==> src/rtl/core/kts_pkg.sv <==
// Shared types, constants and helper functions for the Koch turn sequence generator.
// No dependencies; used by kts_level_scan and koch_turn_sequence_generator.
`timescale 1ns / 1ps
`default_nettype none

package kts_pkg;

   // Fixed field widths.
   localparam int SEG_W       = 22;
   localparam int TURN_W      = 3;
   localparam int HEAD_W      = 3;
   localparam int DEPTH_W     = 4;
   localparam int CSR_ADDR_W  = 2;
   localparam int CSR_DATA_W  = 4;
   localparam int REQ_TDATA_W = 8;
   localparam int RSP_TDATA_W = 32;

   // Deepest curve whose indexes still fit in SEG_W bits.
   localparam int DEPTH_CAP = 10;

   // Six headings of 60 degrees each.
   localparam logic [HEAD_W-1:0] HEADINGS = 3'd6;

   // Turn codes in signed units of 60 degrees.
   localparam logic signed [TURN_W-1:0] TURN_NONE     = 3'sd0;
   localparam logic signed [TURN_W-1:0] TURN_PLUS120  = 3'sd2;
   localparam logic signed [TURN_W-1:0] TURN_MINUS60  = -3'sd1;

   // Configuration register indexes.
   typedef enum logic [CSR_ADDR_W-1:0] {
      CSR_DEPTH_LEVELS  = 2'd0,
      CSR_MIRROR_MODE   = 2'd1,
      CSR_START_HEADING = 2'd2
   } csr_index_type;

   // Mod-3 level counter states.
   typedef logic [1:0] level_count_type;

   // Brings a 3-bit heading into 0..5.
   function automatic logic [HEAD_W-1:0] heading_mod6(input logic [HEAD_W-1:0] h);
      return (h >= HEADINGS) ? h - HEADINGS : h;
   endfunction

   // Adds a turn of -2..2 to a heading of 0..5, wrapping around the circle.
   function automatic logic [HEAD_W-1:0] heading_turn(
      input logic        [HEAD_W-1:0] h,
      input logic signed [TURN_W-1:0] t
   );
      logic signed [4:0] s;
      s = $signed({2'b00, h}) + $signed({{2{t[TURN_W-1]}}, t});
      if (s < 0) begin
         s = s + 5'sd6;
      end else if (s >= 5'sd6) begin
         s = s - 5'sd6;
      end
      return s[HEAD_W-1:0];
   endfunction

   // Advances a mod-3 counter.
   function automatic level_count_type level_next(input level_count_type c);
      return (c >= 2'd2) ? 2'd0 : c + 2'd1;
   endfunction

endpackage

`default_nettype wire

==> src/rtl/core/kts_level_scan.sv <==
// Trailing base-4 zero digit counter for a segment index, capped at MAX_LEVELS-1.
// Depends on kts_pkg for the index width.
`timescale 1ns / 1ps
`default_nettype none

module kts_level_scan #(
   parameter  int MAX_LEVELS = 10,
   localparam int LVL_W      = (MAX_LEVELS > 1) ? $clog2(MAX_LEVELS) : 1
) (
   input  wire logic [kts_pkg::SEG_W-1:0] seg_index,
   output logic      [LVL_W-1:0]          level
);

   localparam int DIG_W = (2 * MAX_LEVELS > kts_pkg::SEG_W) ? 2 * MAX_LEVELS : kts_pkg::SEG_W;

   logic [DIG_W-1:0] index_wide;
   assign index_wide = DIG_W'(seg_index);

   // Priority encode: the lowest nonzero digit gives the level.
   always_comb begin
      logic found;
      found = 1'b0;
      level = LVL_W'(MAX_LEVELS - 1);
      for (int i = 0; i < MAX_LEVELS - 1; i++) begin
         if (!found && index_wide[2*i +: 2] != 2'b00) begin
            level = LVL_W'(i);
            found = 1'b1;
         end
      end
   end

endmodule

`default_nettype wire

==> src/rtl/core/koch_turn_sequence_generator.sv <==
// Top level of the Koch snowflake turn sequence generator.
// Depends on kts_pkg and kts_level_scan.
//
//   Channel  Direction  Payload
//   req_     in         tdata[0] restart (1 starts a new curve), tdata[7:1] zero
//   rsp_     out        tdata: segment_index[21:0], turn_step[24:22], heading[27:25];
//                       tlast: last_segment
//   csr_     in         write only: depth_levels (0), mirror_mode (1), start_heading (2)
//
// Every request word yields exactly one response word, one segment per clock.
// The request, the segment counter, the level counters and the heading feed
// combinational logic whose result lands in the response register while the
// state updates, so the next word can follow in the next cycle.
// A request is taken whenever the response register is empty or being drained.
// When the response side stalls, requests stall with it and all state holds.
// Reset (synchronous) sets depth 1, no mirror, start heading 0 and segment 0.
`timescale 1ns / 1ps
`default_nettype none

module koch_turn_sequence_generator #(
   parameter int MAX_LEVELS = 10
) (
   input  wire logic                             clock,
   input  wire logic                             reset,
   // Request stream.
   input  wire logic                             req_tvalid,
   output logic                                  req_tready,
   input  wire logic [kts_pkg::REQ_TDATA_W-1:0]  req_tdata,   // [0] restart, rest zero
   // Response stream.
   output logic                                  rsp_tvalid,
   input  wire logic                             rsp_tready,
   output logic [kts_pkg::RSP_TDATA_W-1:0]       rsp_tdata,   // [21:0] segment_index,
                                                              // [24:22] turn_step,
                                                              // [27:25] heading, rest zero
   output logic                                  rsp_tlast,   // last_segment
   // Configuration write port.
   input  wire logic                             csr_we,
   input  wire logic [kts_pkg::CSR_ADDR_W-1:0]   csr_addr,
   input  wire logic [kts_pkg::CSR_DATA_W-1:0]   csr_wdata
);

   localparam int SEG_W     = kts_pkg::SEG_W;
   localparam int LVL_W     = (MAX_LEVELS > 1) ? $clog2(MAX_LEVELS) : 1;
   localparam int DEPTH_LIM = (MAX_LEVELS < kts_pkg::DEPTH_CAP) ? MAX_LEVELS
                                                                : kts_pkg::DEPTH_CAP;
   localparam int PAD_W     = kts_pkg::RSP_TDATA_W - SEG_W - kts_pkg::TURN_W - kts_pkg::HEAD_W;

   // Configuration registers.
   logic [kts_pkg::DEPTH_W-1:0] depth_ff;
   logic                        mirror_ff;
   logic [kts_pkg::HEAD_W-1:0]  start_ff;

   // Curve state.
   logic [SEG_W-1:0]              seg_cnt_ff, seg_cnt_in;
   kts_pkg::level_count_type      lvl_cnt_ff [MAX_LEVELS];
   logic [kts_pkg::HEAD_W-1:0]    head_ff, head_in;

   // Response register.
   logic                          rsp_valid_ff;
   logic [SEG_W-1:0]              rsp_index_ff, rsp_index_in;
   logic signed [kts_pkg::TURN_W-1:0] rsp_turn_ff, rsp_turn_in;
   logic [kts_pkg::HEAD_W-1:0]    rsp_head_ff;
   logic                          rsp_last_ff, rsp_last_in;

   logic                          take;
   logic [kts_pkg::DEPTH_W-1:0]   depth_eff;
   logic [SEG_W-1:0]              side_len, side_mask, total_len;
   logic [SEG_W-1:0]              seg_idx;
   logic                          is_first, is_corner;
   logic [LVL_W-1:0]              level;
   kts_pkg::level_count_type      level_cnt;
   logic signed [kts_pkg::TURN_W-1:0] turn_raw;

   assign req_tready = !rsp_valid_ff || rsp_tready;
   assign take       = req_tvalid && req_tready;

   // Configuration writes; unknown indexes are ignored.
   always_ff @(posedge clock) begin
      if (reset) begin
         depth_ff  <= kts_pkg::DEPTH_W'(1);
         mirror_ff <= 1'b0;
         start_ff  <= '0;
      end else if (csr_we) begin
         unique case (kts_pkg::csr_index_type'(csr_addr))
            kts_pkg::CSR_DEPTH_LEVELS:  depth_ff  <= csr_wdata[kts_pkg::DEPTH_W-1:0];
            kts_pkg::CSR_MIRROR_MODE:   mirror_ff <= csr_wdata[0];
            kts_pkg::CSR_START_HEADING: start_ff  <= csr_wdata[kts_pkg::HEAD_W-1:0];
            default: ;
         endcase
      end
   end

   // The depth is clipped so that every index of the curve fits the index field.
   assign depth_eff = (depth_ff > kts_pkg::DEPTH_W'(DEPTH_LIM)) ? kts_pkg::DEPTH_W'(DEPTH_LIM)
                                                              : depth_ff;
   assign side_len  = SEG_W'(1) << {depth_eff, 1'b0};
   assign side_mask = side_len - SEG_W'(1);
   assign total_len = (side_len << 1) + side_len;

   // A restart, or a counter past the end of the curve (wrap or depth lowered),
   // emits segment zero of a new curve.
   assign seg_idx   = (req_tdata[0] || seg_cnt_ff >= total_len) ? '0 : seg_cnt_ff;
   assign is_first  = (seg_idx == '0);
   assign is_corner = ((seg_idx & side_mask) == '0);

   kts_level_scan #(
      .MAX_LEVELS (MAX_LEVELS)
   ) u_level_scan (
      .seg_index (seg_idx),
      .level     (level)
   );

   assign level_cnt = lvl_cnt_ff[level];

   always_comb begin
      if (is_corner) begin
         turn_raw = kts_pkg::TURN_PLUS120;
      end else if (level_cnt == 2'd1) begin
         turn_raw = kts_pkg::TURN_PLUS120;
      end else begin
         turn_raw = kts_pkg::TURN_MINUS60;
      end

      if (is_first) begin
         rsp_turn_in = kts_pkg::TURN_NONE;
         head_in     = kts_pkg::heading_mod6(start_ff);
      end else begin
         rsp_turn_in = mirror_ff ? -turn_raw : turn_raw;
         head_in     = kts_pkg::heading_turn(head_ff, rsp_turn_in);
      end

      rsp_index_in = seg_idx;
      rsp_last_in  = (seg_idx == total_len - SEG_W'(1));
      seg_cnt_in   = seg_idx + SEG_W'(1);
   end

   // Curve state advances once per accepted word.
   always_ff @(posedge clock) begin
      if (reset) begin
         seg_cnt_ff <= '0;
         head_ff    <= '0;
         for (int i = 0; i < MAX_LEVELS; i++) begin
            lvl_cnt_ff[i] <= '0;
         end
      end else if (take) begin
         seg_cnt_ff <= seg_cnt_in;
         head_ff    <= head_in;
         if (is_first || is_corner) begin
            // Start of the curve or a side corner: all levels begin afresh.
            for (int i = 0; i < MAX_LEVELS; i++) begin
               lvl_cnt_ff[i] <= '0;
            end
         end else begin
            lvl_cnt_ff[level] <= kts_pkg::level_next(level_cnt);
         end
      end
   end

   // Response register: valid is control, the payload loads on each accepted word.
   always_ff @(posedge clock) begin
      if (reset) begin
         rsp_valid_ff <= 1'b0;
      end else if (take) begin
         rsp_valid_ff <= 1'b1;
      end else if (rsp_tready) begin
         rsp_valid_ff <= 1'b0;
      end
   end

   always_ff @(posedge clock) begin
      if (take) begin
         rsp_index_ff <= rsp_index_in;
         rsp_turn_ff  <= rsp_turn_in;
         rsp_head_ff  <= head_in;
         rsp_last_ff  <= rsp_last_in;
      end
   end

   assign rsp_tvalid = rsp_valid_ff;
   assign rsp_tdata  = {PAD_W'(0), rsp_head_ff, rsp_turn_ff, rsp_index_ff};
   assign rsp_tlast  = rsp_last_ff;

   // A restart always produces segment zero with no turn.
   a_restart_zero: assert property (@(posedge clock) disable iff (reset)
      (take && req_tdata[0]) |=> (rsp_valid_ff && rsp_index_ff == '0 &&
                                  rsp_turn_ff == kts_pkg::TURN_NONE))
      else $error("restart did not yield segment zero");

   // The heading stays on the six-direction circle.
   a_heading_range: assert property (@(posedge clock) disable iff (reset)
      rsp_valid_ff |-> (rsp_head_ff < kts_pkg::HEADINGS))
      else $error("heading out of range");

   // The last segment is never segment zero, so it always carries a turn.
   a_last_turns: assert property (@(posedge clock) disable iff (reset)
      (rsp_valid_ff && rsp_last_ff) |-> (rsp_turn_ff != kts_pkg::TURN_NONE))
      else $error("last segment without a turn");

   // While the response is stalled, the curve does not advance.
   a_stall_holds: assert property (@(posedge clock) disable iff (reset)
      (rsp_valid_ff && !rsp_tready) |=> ($stable(seg_cnt_ff) && $stable(head_ff)))
      else $error("curve state moved during a stall");

endmodule

`default_nettype wire
==> config.mk <==
export PLATFORM = sky130hd
export DESIGN_NAME = koch_turn_sequence_generator
export DESIGN_NICKNAME = d
export VERILOG_FILES = /design/src/rtl/core/kts_pkg.sv /design/src/rtl/core/kts_level_scan.sv /design/src/rtl/core/koch_turn_sequence_generator.sv
export SDC_FILE = /design/constraint.sdc
export NUM_CORES = 1
export LEC_CHECK = 0
export ABC_AREA = 1
export ABC_CLOCK_PERIOD_IN_PS = 16059
export BUFFER_PORTS_ARGS = -buffer_cell sky130_fd_sc_hd__buf_2
export CORE_MARGIN = 3
export CORE_UTILIZATION = 55
export CTS_BUF_LIST = sky130_fd_sc_hd__clkbuf_8
export DETAILED_ROUTE_END_ITERATION = 10
export GPL_TIMING_DRIVEN = 1
export PLACE_DENSITY = 0.75
export SKIP_CTS_REPAIR_TIMING = 1
export SLEW_MARGIN = 20
export SYNTH_ARGS = -nofsm -noshare
export SYNTH_HDL_FRONTEND = slang
export SYNTH_SLANG_ARGS = --single-unit
==> constraint.sdc <==
create_clock -name clock -period 16.06 [get_ports clock]
set_input_delay 1.606 -clock clock [delete_from_list [all_inputs] [get_ports clock]]
set_output_delay 1.606 -clock clock [all_outputs]
set_load 0.1 [all_outputs]
==> metrics, run 1 <==
outcome finished clean; share of layout cells above drive strength 1 12.0%; PD cells 89.3 nW/um^2; global-route wire length before repair 23.6 mm; FF+latch count, synth 87; filler cell count 896; CP peak stage delay 0.72 ns; n_diodes 0; Avg Cell Area, Syn 7.57 sq um; setup TNS 0 ns; FP Rows 36; Worst-Margin Slew 1.01 ns; Worst Setup SP depth_ff[1]$_SDFFE_PP0P_; TritonCTS clock tree yes; Post-synth EDFFs 53; Detailed Route Iter0 Violations roughly 310; Fmax between 100 and 150 MHz; latest clock arrival within the worst-skew pair roughly 0.38 ns; Leak 2.95 nW; initial antenna violation count 0; root buf cell clkbuf_8; GR Overflow Total 0; Netlist cell types 49; routed length per instance 15.5 um; clk sinks 87; critical path type reg2reg; IO Pins 54; Sequential Power Share 45.6%; final worst path period need a little under 8 ns; TritonCTS buffer count 9; Critical Path RT 16.34 ns; sequential fraction of the synthesis area 39.5%; slowest CP cell nand3_1; clock transition at the registers of the reported paths around 0.09 ns; Net Sw Frac 36.4%; Yosys warning total 0; Vias 5,204; Die Ht 108 um; RSZ-0062 raised after global routing no; Fin. Hold Viols 0; FF-to-FF path depth 48; Pint about 0.35 mW; area grow syn2layout 8.44%; r2r setup slk 8.35 ns; vias in the first global route ~5,000; reg2reg start depth_ff[1]$_SDFFE_PP0P_; Hold Path End start_ff[0]$_SDFFE_PP0P_; core area 9950 sq um; crit share post-route about 48%; min-delay worst type reg2reg; reg-to-reg endpoint head_ff[2]$_SDFFE_PP0P_; part of the total power dissipated in combinational logic 26.8%; CP Capture Type flip-flop; total global routing track utilization 25.9%; Hold WS around 0.46 ns; worst rel slew slack 32.2%; die area between 10,000 and 15,000 sq um; vias per cell 5.54; Mapped Area about 5800 sq um; hold path depth 2; # DRC 0; number of max-cap violations 0; final wirelength 14.5 mm; Finished Layout Cells 939; Top Family by Delay on Critical Path simple AND/OR/NAND/NOR gates; die width 108 um; peak supply drop about 0.000055 V; Clock Skew 0.00884 ns; Buffers on Ports 42; Post-synth ARST share 0%; most frequent cells in the layout nand2_1 (182), inv_1 (121), nor2_1 (89), edfxtp_1 (53); ANT nets after route 0; CP dominant cell by count nand2_1; htree depth 3; commonest non-fill, non-tap cell in the layout nand2_1; hold wc startpoint start_ff[0]$_SDFFE_PP0P_; most common flop cell mapped by yosys edfxtp_1; Starting Density 57.8%; Clock power frac 27.6%; Worst Path Buf+Inv 13; CP Data Arrival Time 7.99 ns; drt pass-1 iters 5; Final Slew Violations 0; worst-case clock buffer depth 2; peak fanout along the critical path 23; pin count of the biggest net entering global routing 39; P_sw 0.203 mW; GPL Wtd Cong 0.964; DP HPWL 10.9 mm; fin nets 863; placed cell count between 900 and 1,000; Synth Instances 760; Final Setup Violations 0; crit start category flip-flop
[layout make-up]
cell class                      count  area, sq um  area share [%]
Timing Repair Buffer               42          210            3.37
Clock inverter                      7         63.8            1.02
Inverter                          127          479            7.68
Multi-Input combinational cell    534         2920            46.9
Tap cell                          133          166            2.67
Clock buffer                        9          124            1.99
Sequential cell                    87         2270            36.4
[cells in the mapped netlist, types with 3 or more instances]
cell | n | area, sq um
buf_2 | 3 | 15.0
edfxtp_1 | 53 | 1590
inv_1 | 120 | 450
clkbuf_1 | 9 | 33.8
o211ai_1 | 3 | 22.5
inv_2 | 4 | 15.0
xor2_1 | 6 | 52.6
nor2_1 | 89 | 334
nor2_2 | 8 | 50.1
nor4_1 | 12 | 75.1
nand3_1 | 26 | 130
nor3_1 | 20 | 100
buf_4 | 4 | 30.0
nand2_2 | 9 | 56.3
nand3_2 | 5 | 50.1
nand4_1 | 15 | 93.8
nand2_1 | 182 | 683
o22ai_1 | 6 | 37.5
o21ai_2 | 4 | 35.0
ha_1 | 42 | 526
a21oi_1 | 42 | 210
o21ai_1 | 3 | 15.0
o21ai_0 | 26 | 130
dfxtp_1 | 34 | 681
[through the flow]
| step | cell area (sq um) | total power [mW] | worst slack (ns) | util, % |
|---|---|---|---|---|
| after floorplan | 5780 | 0.378 | 10.21 | - |
| after global placement | 6050 | 0.401 | 8.72 | 60.8 |
| after detailed placement | 6050 | 0.406 | 8.53 | 60.8 |
| after CTS | 6240 | 0.556 | 8.50 | 62.7 |
| after global routing | 6240 | 0.582 | 7.57 | 62.7 |
| final | 6240 | 0.557 | 8.35 | 62.7 |
[registers in the layout, indices dropped and copies added (netlist names)]
register	count
mirror_ff	1
lvl_cnt_ff	24
rsp_turn_ff	3
start_ff	3
head_ff	3
seg_cnt_ff	22
depth_ff	4
rsp_tlast	1
rsp_head_ff	3
rsp_index_ff	22
rsp_tvalid	1
[power by group through the flow]
stage	combinational [mW]	clock, mW	sequential [mW]
final	0.149	0.154	0.254
after floorplan	0.0873	0	0.291
after detailed placement	0.147	0	0.259
after global routing	0.164	0.163	0.255
after global placement	0.143	0	0.259
after CTS	0.148	0.154	0.254
[routing by layer]
layer | track usage, % | part of all wire [%] | vias to the layer above
li1 | - | - | 2565
met1 | 33.0 | 43 | 2419
met2 | 43.3 | 48 | 191
met3 | 4.78 | 7.2 | 29
met4 | 10.7 | 2.3 | 0
met5 | 0 | 0 | -
[how the worst max path moves through the flow]
stage	endpoint	slack, ns	cells past startpoint
floorplan	rsp_head_ff[2]$_DFFE_PP_	10.21	39
global placement	head_ff[2]$_SDFFE_PP0P_	8.72	40
detailed placement	head_ff[2]$_SDFFE_PP0P_	8.53	40
CTS	head_ff[2]$_SDFFE_PP0P_	8.50	46
global route	head_ff[2]$_SDFFE_PP0P_	7.57	46
finish	head_ff[2]$_SDFFE_PP0P_	8.35	48
[worst register-to-register path, delay by kind of cell (launching register included)]
kind                     cells  cell delay (ns)
AO/OA/AOI/OAI                2             0.12
XOR/XNOR                     1             0.21
adder cells (fa/ha/maj)      4             1.10
buffers and inverters       13             1.43
flip-flops                   1             0.35
AND/OR/NAND/NOR             28             4.39
[logic make-up after synthesis]
| family | count (synthesis) | synth area share, % |
|---|---|---|
| flip-flops | 87 | 39.5 |
| other | 1 | 0.0652 |
| AO/OA/AOI/OAI | 99 | 9.92 |
| adder cells (fa/ha/maj) | 43 | 9.48 |
| AND/OR/NAND/NOR | 378 | 30.0 |
| buffers and inverters | 146 | 10.2 |
| XOR/XNOR | 6 | 0.913 |
(Power assumes the default switching activity.)
==> run 2, diff against run 1 <==
--- a/config.mk
+++ b/config.mk
@@ -6,7 +6,7 @@
 export NUM_CORES = 1
 export LEC_CHECK = 0
 export ABC_AREA = 1
-export ABC_CLOCK_PERIOD_IN_PS = 16059
+export ABC_CLOCK_PERIOD_IN_PS = 8050
 export BUFFER_PORTS_ARGS = -buffer_cell sky130_fd_sc_hd__buf_2
 export CORE_MARGIN = 3
 export CORE_UTILIZATION = 55
==> constraint.sdc (replaced) <==
create_clock -name clock -period 8.05 [get_ports clock]
set_input_delay 0.805 -clock clock [delete_from_list [all_inputs] [get_ports clock]]
set_output_delay 0.805 -clock clock [all_outputs]
set_load 0.1 [all_outputs]
==> run 2 against run 1 <==
  * Flip-flop and latch count stayed put
  * Maximum frequency up 11%
  * Wire length decreased by 1.9%
  * Sequential power grew 100%
  * Via count down 1.1%
  * Setup slack worse by 7.2 ns
  * Clock skew up 0.0046 ns
  * First-iteration DRC count grew 18%
  * Register-to-register slack worse by 7.2 ns
  * Non-clock buffer count is 4 higher
  * Final area up 0.70%
  * Die area is the same
==> metrics, run 2 (same netlist as run 1, synthesis figures left out) <==
outcome finished clean (unchanged); min-delay worst type reg2reg (unchanged); htree depth 3 (unchanged); slowest CP cell nor2_1 (was nand3_1); Core Util, Final 63.1% (was 62.7%); latest clock arrival within the worst-skew pair 0.38 ns (about the same); FP Rows 36 (unchanged); area of the multi-input gates 2920 sq um (unchanged); commonest non-fill, non-tap cell in the layout nand2_1 (unchanged); largest registers lvl_cnt_ff (24), rsp_index_ff (22), seg_cnt_ff (22) (unchanged); M3 GR Usage 4.78% (unchanged); TritonCTS buffer count 9 (unchanged); most frequent cells in the layout nand2_1 (182), inv_1 (122), nor2_1 (89), edfxtp_1 (53) (was nand2_1 (182), inv_1 (121), nor2_1 (89), edfxtp_1 (53)); n_diodes 0 (unchanged); Hold WS 0.453 ns (was 0.461 ns); setup TNS 0 ns (unchanged); global-route wire length before repair 23.4 mm (was 23.6 mm); peak supply drop 0.000112 V (was 0.0000552 V); pin count of the biggest net entering global routing 39 (unchanged); peak fanout along the critical path 16 (was 23); Vias 5,145 (was 5,204); root buf cell clkbuf_8 (unchanged); Leak 2.98 nW (was 2.95 nW); Starting Density 57.8% (unchanged); share of layout cells above drive strength 1 12.3% (was 12.0%); Worst Path Buf+Inv 13 (unchanged); ANT nets after route 0 (unchanged); total power 1.12 mW (was 0.557 mW); CP Data Arrival Time 7.21 ns (was 7.99 ns); met2 Resource Use GR 42.8% (was 43.3%); worst-case clock buffer depth 2 (unchanged); crit start category flip-flop (unchanged); Clock Skew 0.0134 ns (was 0.00884 ns); initial antenna violation count 0 (unchanged); worst rel slew slack 40.1% (was 32.2%); Top Family by Delay on Critical Path simple AND/OR/NAND/NOR gates (unchanged); PD cells 179 nW/um^2 (was 89.3 nW/um^2); GRT busiest layer met2 (unchanged); critical path type reg2reg (unchanged); final worst slack 1.12 ns (was 8.35 ns); fin nets 867 (was 863); number of max-cap violations 0 (unchanged); Die Ht 108 um (unchanged); Critical Path RT 8.33 ns (was 16.34 ns); # DRC 0 (unchanged); GPL Wtd Cong 0.946 (was 0.964); core area 9950 sq um (unchanged); Worst-Margin Slew 0.899 ns (was 1.01 ns); final wirelength 14.2 mm (was 14.5 mm); IO Pins 54 (unchanged); TritonCTS clock tree yes (unchanged); clk sinks 87 (unchanged); post-route cell area 6280 sq um (was 6240 sq um); RSZ-0062 raised after global routing no (unchanged); Final Setup Violations 0 (unchanged); CP peak stage delay 0.40 ns (was 0.72 ns); Finished Layout Cells 943 (was 939); number of flip-flops under the largest register name 24 (unchanged); Largest Register lvl_cnt_ff (unchanged); crit share post-route 86.1% (was 48.0%); CP dominant cell by count nand2_1 (unchanged); CP Capture Type flip-flop (unchanged); clock transition at the registers of the reported paths 0.09 ns (about the same); Fin. Hold Viols 0 (unchanged); drt pass-1 iters 5 (unchanged); area grow syn2layout 9.20% (was 8.44%); vias per cell 5.46 (was 5.54); placed cell count 927 (was 923); routed length per instance 15.1 um (was 15.5 um); final worst path period need 6.93 ns (was 7.71 ns); Global Route met1 Usage 33.1% (was 33.0%); total global routing track utilization 25.8% (was 25.9%); DP HPWL 10.9 mm (about the same); die area 11,700 sq um (unchanged); Fmax 144 MHz (was 130 MHz); GR Overflow Total 0 (unchanged); Final Slew Violations 0 (unchanged); register area 2270 sq um (unchanged); die width 108 um (unchanged); Post-DP Area 6080 sq um (was 6050 sq um); filler cell count 880 (was 896); Buffers on Ports 42 (unchanged); dpl ws 1.30 ns (was 8.53 ns); vias in the first global route 4,877 (was 4,976); Detailed Route Iter0 Violations 369 (was 312)
[run 2: area by class of cell]
class                   instances  area share, %
multi-input cells             534           46.5
flip-flops and latches         87           36.2
clock buffers                  11           2.41
repair buffers                 46           3.82
clock inverters                 5          0.797
well taps                     133           2.65
inverters                     127           7.63
[run 2: worst reg2reg max path: cells and delay by family, from the launching register on]
kind | cells | cell delay [ns]
buf+inv | 13 | 1.21
simple gates | 30 | 3.82
fa+ha+maj | 4 | 1.08
flops | 1 | 0.36
xor+xnor | 1 | 0.21
compound gates | 1 | 0.16
[run 2: final timing paths]
kind	startpoint	to	slack, ns	cells past startpoint
max	depth_ff[1]$_SDFFE_PP0P_	head_ff[2]$_SDFFE_PP0P_	1.12	49
min	start_ff[0]$_SDFFE_PP0P_	start_ff[0]$_SDFFE_PP0P_	0.45	2
max reg2reg	depth_ff[1]$_SDFFE_PP0P_	head_ff[2]$_SDFFE_PP0P_	1.12	49
min reg2reg	start_ff[0]$_SDFFE_PP0P_	start_ff[0]$_SDFFE_PP0P_	0.45	2
[run 2: layer usage]
layer	vias to the layer above	share of wire, %	wire length, um
li1	2568	-	-
met1	2364	42	6040
met2	189	48	6780
met3	24	7.8	1110
met4	0	2.2	311
met5	-	0	0
[run 2: power by group]
group          switching (mW)  internal, mW  leakage [nW]
sequential            0.00894         0.498         0.831
combinational           0.228        0.0699          2.04
clock                   0.161         0.158         0.110
total                   0.398         0.726          2.98
==> run 3, diff against run 2 <==
--- a/config.mk
+++ b/config.mk
@@ -18,4 +18,5 @@
 export SLEW_MARGIN = 20
 export SYNTH_ARGS = -nofsm -noshare
 export SYNTH_HDL_FRONTEND = slang
+export SYNTH_HIERARCHICAL = 1
 export SYNTH_SLANG_ARGS = --single-unit
==> run 3 against run 2 <==
  * Count of clock-buffer cells in the layout decreased by 2
  * Power increased by 2.6%
  * Clock power increased by 3%
  * Global-route usage decreased by 0.25 points
  * Critical path depth decreased by 6
  * Sequential power increased by 8.1%
  * Wire length increased by 8.8%
  * Flip-flop and latch count increased by 8
  * Die area increased by 5.8%
  * Core utilization about the same
  * Final area increased by 6.1%
  * First-iteration DRC count increased by 15%
  * Largest power group unchanged
==> metrics, run 3 <==
Fin. Hold Viols 0 (unchanged); ANT nets after route 0 (unchanged); RSZ-0062 raised after global routing no (unchanged); number of flip-flops under the largest register name 32 (was 24); WL met2 6.97 mm (was 6.78 mm); Leak 3.05 nW (was 2.98 nW); clock transition at the registers of the reported paths 0.10 ns (was 0.09 ns); CP dominant cell by count nand2_1 (unchanged); outcome finished clean (unchanged); Clock Skew 0.0188 ns (was 0.0134 ns); Yosys warning total 6 (was 0); largest registers lvl_cnt_ff (32), rsp_index_ff (22), seg_cnt_ff (22) (was lvl_cnt_ff (24), rsp_index_ff (22), seg_cnt_ff (22)); slowest CP cell a21oi_2 (was nor2_1); sequential fraction of the synthesis area 41.1% (was 39.5%); top routing layer used met4 (unchanged); final wirelength 15.5 mm (was 14.2 mm); PD cells 173 nW/um^2 (was 179 nW/um^2); latest clock arrival within the worst-skew pair 0.38 ns (about the same); area grow syn2layout 9.14% (was 9.20%); TritonCTS buffer count 9 (unchanged); CP Capture Type flip-flop (unchanged); Vias 5,299 (was 5,145); vias in the first global route 5,094 (was 4,877); die area 12,400 sq um (was 11,700 sq um); Final Setup Violations 0 (unchanged); Avg Cell Area, Syn 8.18 sq um (was 7.57 sq um); root buf cell clkbuf_8 (unchanged); r2r setup slk 0.64 ns (was 1.12 ns); drt pass-1 iters 5 (unchanged); metal3 WL 1.33 mm (was 1.11 mm); global-route wire length before repair 25.5 mm (was 23.4 mm); IO Pins 54 (unchanged); Worst-Margin Slew 0.818 ns (was 0.899 ns); CP Capture Point rsp_head_ff[2]$_DFFE_PP_ (was head_ff[2]$_SDFFE_PP0P_); commonest non-fill, non-tap cell in the layout nand2_1 (unchanged); vias per cell 5.66 (was 5.46); GPL Wtd Cong 1.02 (was 0.946); Starting Density 57.8% (about the same); Fmax 135 MHz (was 144 MHz); most frequent cell after synthesis nand2_1 (unchanged); total power 1.15 mW (was 1.12 mW); share of layout cells above drive strength 1 18.1% (was 12.3%); FF+latch count, synth 95 (was 87); FF-to-FF path depth 43 (was 49); peak supply drop 0.0000928 V (was 0.000112 V); # DRC 0 (unchanged); CP Data Arrival Time 7.54 ns (was 7.21 ns); Synth area leader edfxtp_1 (unchanged); critical path type reg2reg (unchanged); CP peak stage delay 0.59 ns (was 0.40 ns); fin nets 858 (was 867); core area 10,600 sq um (was 9950 sq um); final worst path period need 7.41 ns (was 6.93 ns); clk sinks 95 (was 87); htree depth 3 (unchanged); Top Family by Delay on Critical Path simple AND/OR/NAND/NOR gates (unchanged); crit share post-route 92.1% (was 86.1%); Synth Instances 746 (was 760); n_diodes 0 (unchanged); peak fanout along the critical path 24 (was 16); Worst Setup SP depth_ff[3]$_SDFFE_PP0P_ (was depth_ff[1]$_SDFFE_PP0P_); min-delay worst type reg2reg (unchanged); GR Overflow Total 0 (unchanged); DRT met1 WL 6.94 mm (was 6.04 mm); die width 111 um (was 108 um); Netlist cell types 54 (was 49); Die Ht 111 um (was 108 um); most common flop cell mapped by yosys edfxtp_1 (unchanged); top area cells in the synthesized netlist edfxtp_1 (30%), dfxtp_1 (11%), ha_1 (8.6%) (was edfxtp_1 (28%), nand2_1 (12%), dfxtp_1 (12%)); most frequent cells in the layout nand2_1 (135), nor2_1 (104), inv_1 (97), edfxtp_1 (61) (was nand2_1 (182), inv_1 (122), nor2_1 (89), edfxtp_1 (53)); Post-synth EDFFs 61 (was 53); Yosys top cell area share 30.0% (was 27.7%); total global routing track utilization 25.5% (was 25.8%); Detailed Route Iter0 Violations 424 (was 369); Largest Register lvl_cnt_ff (unchanged); Worst Path Buf+Inv 10 (was 13); Final Slew Violations 0 (unchanged); FP Rows 37 (was 36); pin count of the biggest net entering global routing 38 (was 39); reg-to-reg endpoint rsp_head_ff[2]$_DFFE_PP_ (was head_ff[2]$_SDFFE_PP0P_); Critical Path RT 8.18 ns (was 8.33 ns); worst-case clock buffer depth 2 (unchanged); Buffers on Ports 42 (unchanged); Mapped Area 6110 sq um (was 5750 sq um); worst rel slew slack 45.3% (was 40.1%); routed length per instance 16.5 um (was 15.1 um); DP HPWL 12.0 mm (was 10.9 mm); reg2reg start depth_ff[3]$_SDFFE_PP0P_ (was depth_ff[1]$_SDFFE_PP0P_); crit start category flip-flop (unchanged); setup TNS 0 ns (unchanged); Post-synth ARST share 0% (unchanged); TritonCTS clock tree yes (unchanged); number of max-cap violations 0 (unchanged); initial antenna violation count 0 (unchanged); CP Depth 43 (was 49); Synth top cells by count nand2_1 (135), nor2_1 (104), inv_1 (97) (was nand2_1 (182), inv_1 (120), nor2_1 (89))
## run 3: cell families after synthesis
logic type      count (synthesis)  synth area share (%)
flops                          95                  41.1
xor+xnor                        9                  1.29
other cells                     1                0.0614
fa+ha+maj                      43                  8.93
buf+inv                       129                  8.87
compound gates                 96                  9.82
simple gates                  373                  29.9
## run 3: stage by stage
step	utilization [%]	setup WS [ns]	instance area, sq um	std cells	hold WS (ns)
after CTS	63.1	0.810	6660	937	0.472
after floorplan	-	2.68	6120	749	0.424
after global placement	61.2	1.06	6460	921	0.447
final	63.1	0.638	6660	937	0.475
after detailed placement	61.2	0.823	6460	921	0.457
after global routing	63.1	0.0199	6660	937	0.491
## run 3: worst min path at each step
| stage | start | endpoint | slack, ns | cells after the start |
|---|---|---|---|---|
| 2_1_floorplan | start_ff[0]$_SDFFE_PP0P_ | start_ff[0]$_SDFFE_PP0P_ | 0.42 | 2 |
| 3_3_place_gp | start_ff[0]$_SDFFE_PP0P_ | start_ff[0]$_SDFFE_PP0P_ | 0.45 | 2 |
| 3_5_place_dp | start_ff[0]$_SDFFE_PP0P_ | start_ff[0]$_SDFFE_PP0P_ | 0.46 | 2 |
| 4_1_cts | start_ff[0]$_SDFFE_PP0P_ | start_ff[0]$_SDFFE_PP0P_ | 0.47 | 2 |
| 5_1_grt | start_ff[0]$_SDFFE_PP0P_ | start_ff[0]$_SDFFE_PP0P_ | 0.49 | 2 |
| 6_report | start_ff[0]$_SDFFE_PP0P_ | start_ff[0]$_SDFFE_PP0P_ | 0.48 | 2 |
## run 3: worst register-to-register path: cells and delay by family (launching register included)
family,cells,cell delay [ns]
fa+ha+maj,3,0.79
simple gates,25,3.50
xor+xnor,1,0.22
flops,1,0.51
compound gates,4,1.12
buf+inv,10,1.05
## run 3: per-layer routing
metal | vias to the layer above | GRT usage, %
li1 | 2588 | -
met3 | 25 | 4.57
met4 | 0 | 8.03
met5 | - | 0
met1 | 2467 | 36.0
met2 | 219 | 40.2
## run 3: final cells by class
cell class,instances,area [sq um]
Fill cell,920,3890
Multi-Input combinational cell,525,3060
Sequential cell,95,2510
Inverter,113,428
Timing Repair Buffer,52,285
Tap cell,136,170
Clock buffer,9,124
Clock inverter,7,81.3
## run 3: power by group
group          leakage (nW)  switching (mW)  internal, mW  total (mW)
Sequential            0.900         0.00782         0.541       0.548
Clock                 0.104           0.181         0.148       0.329
Combinational          2.05           0.216        0.0595       0.276
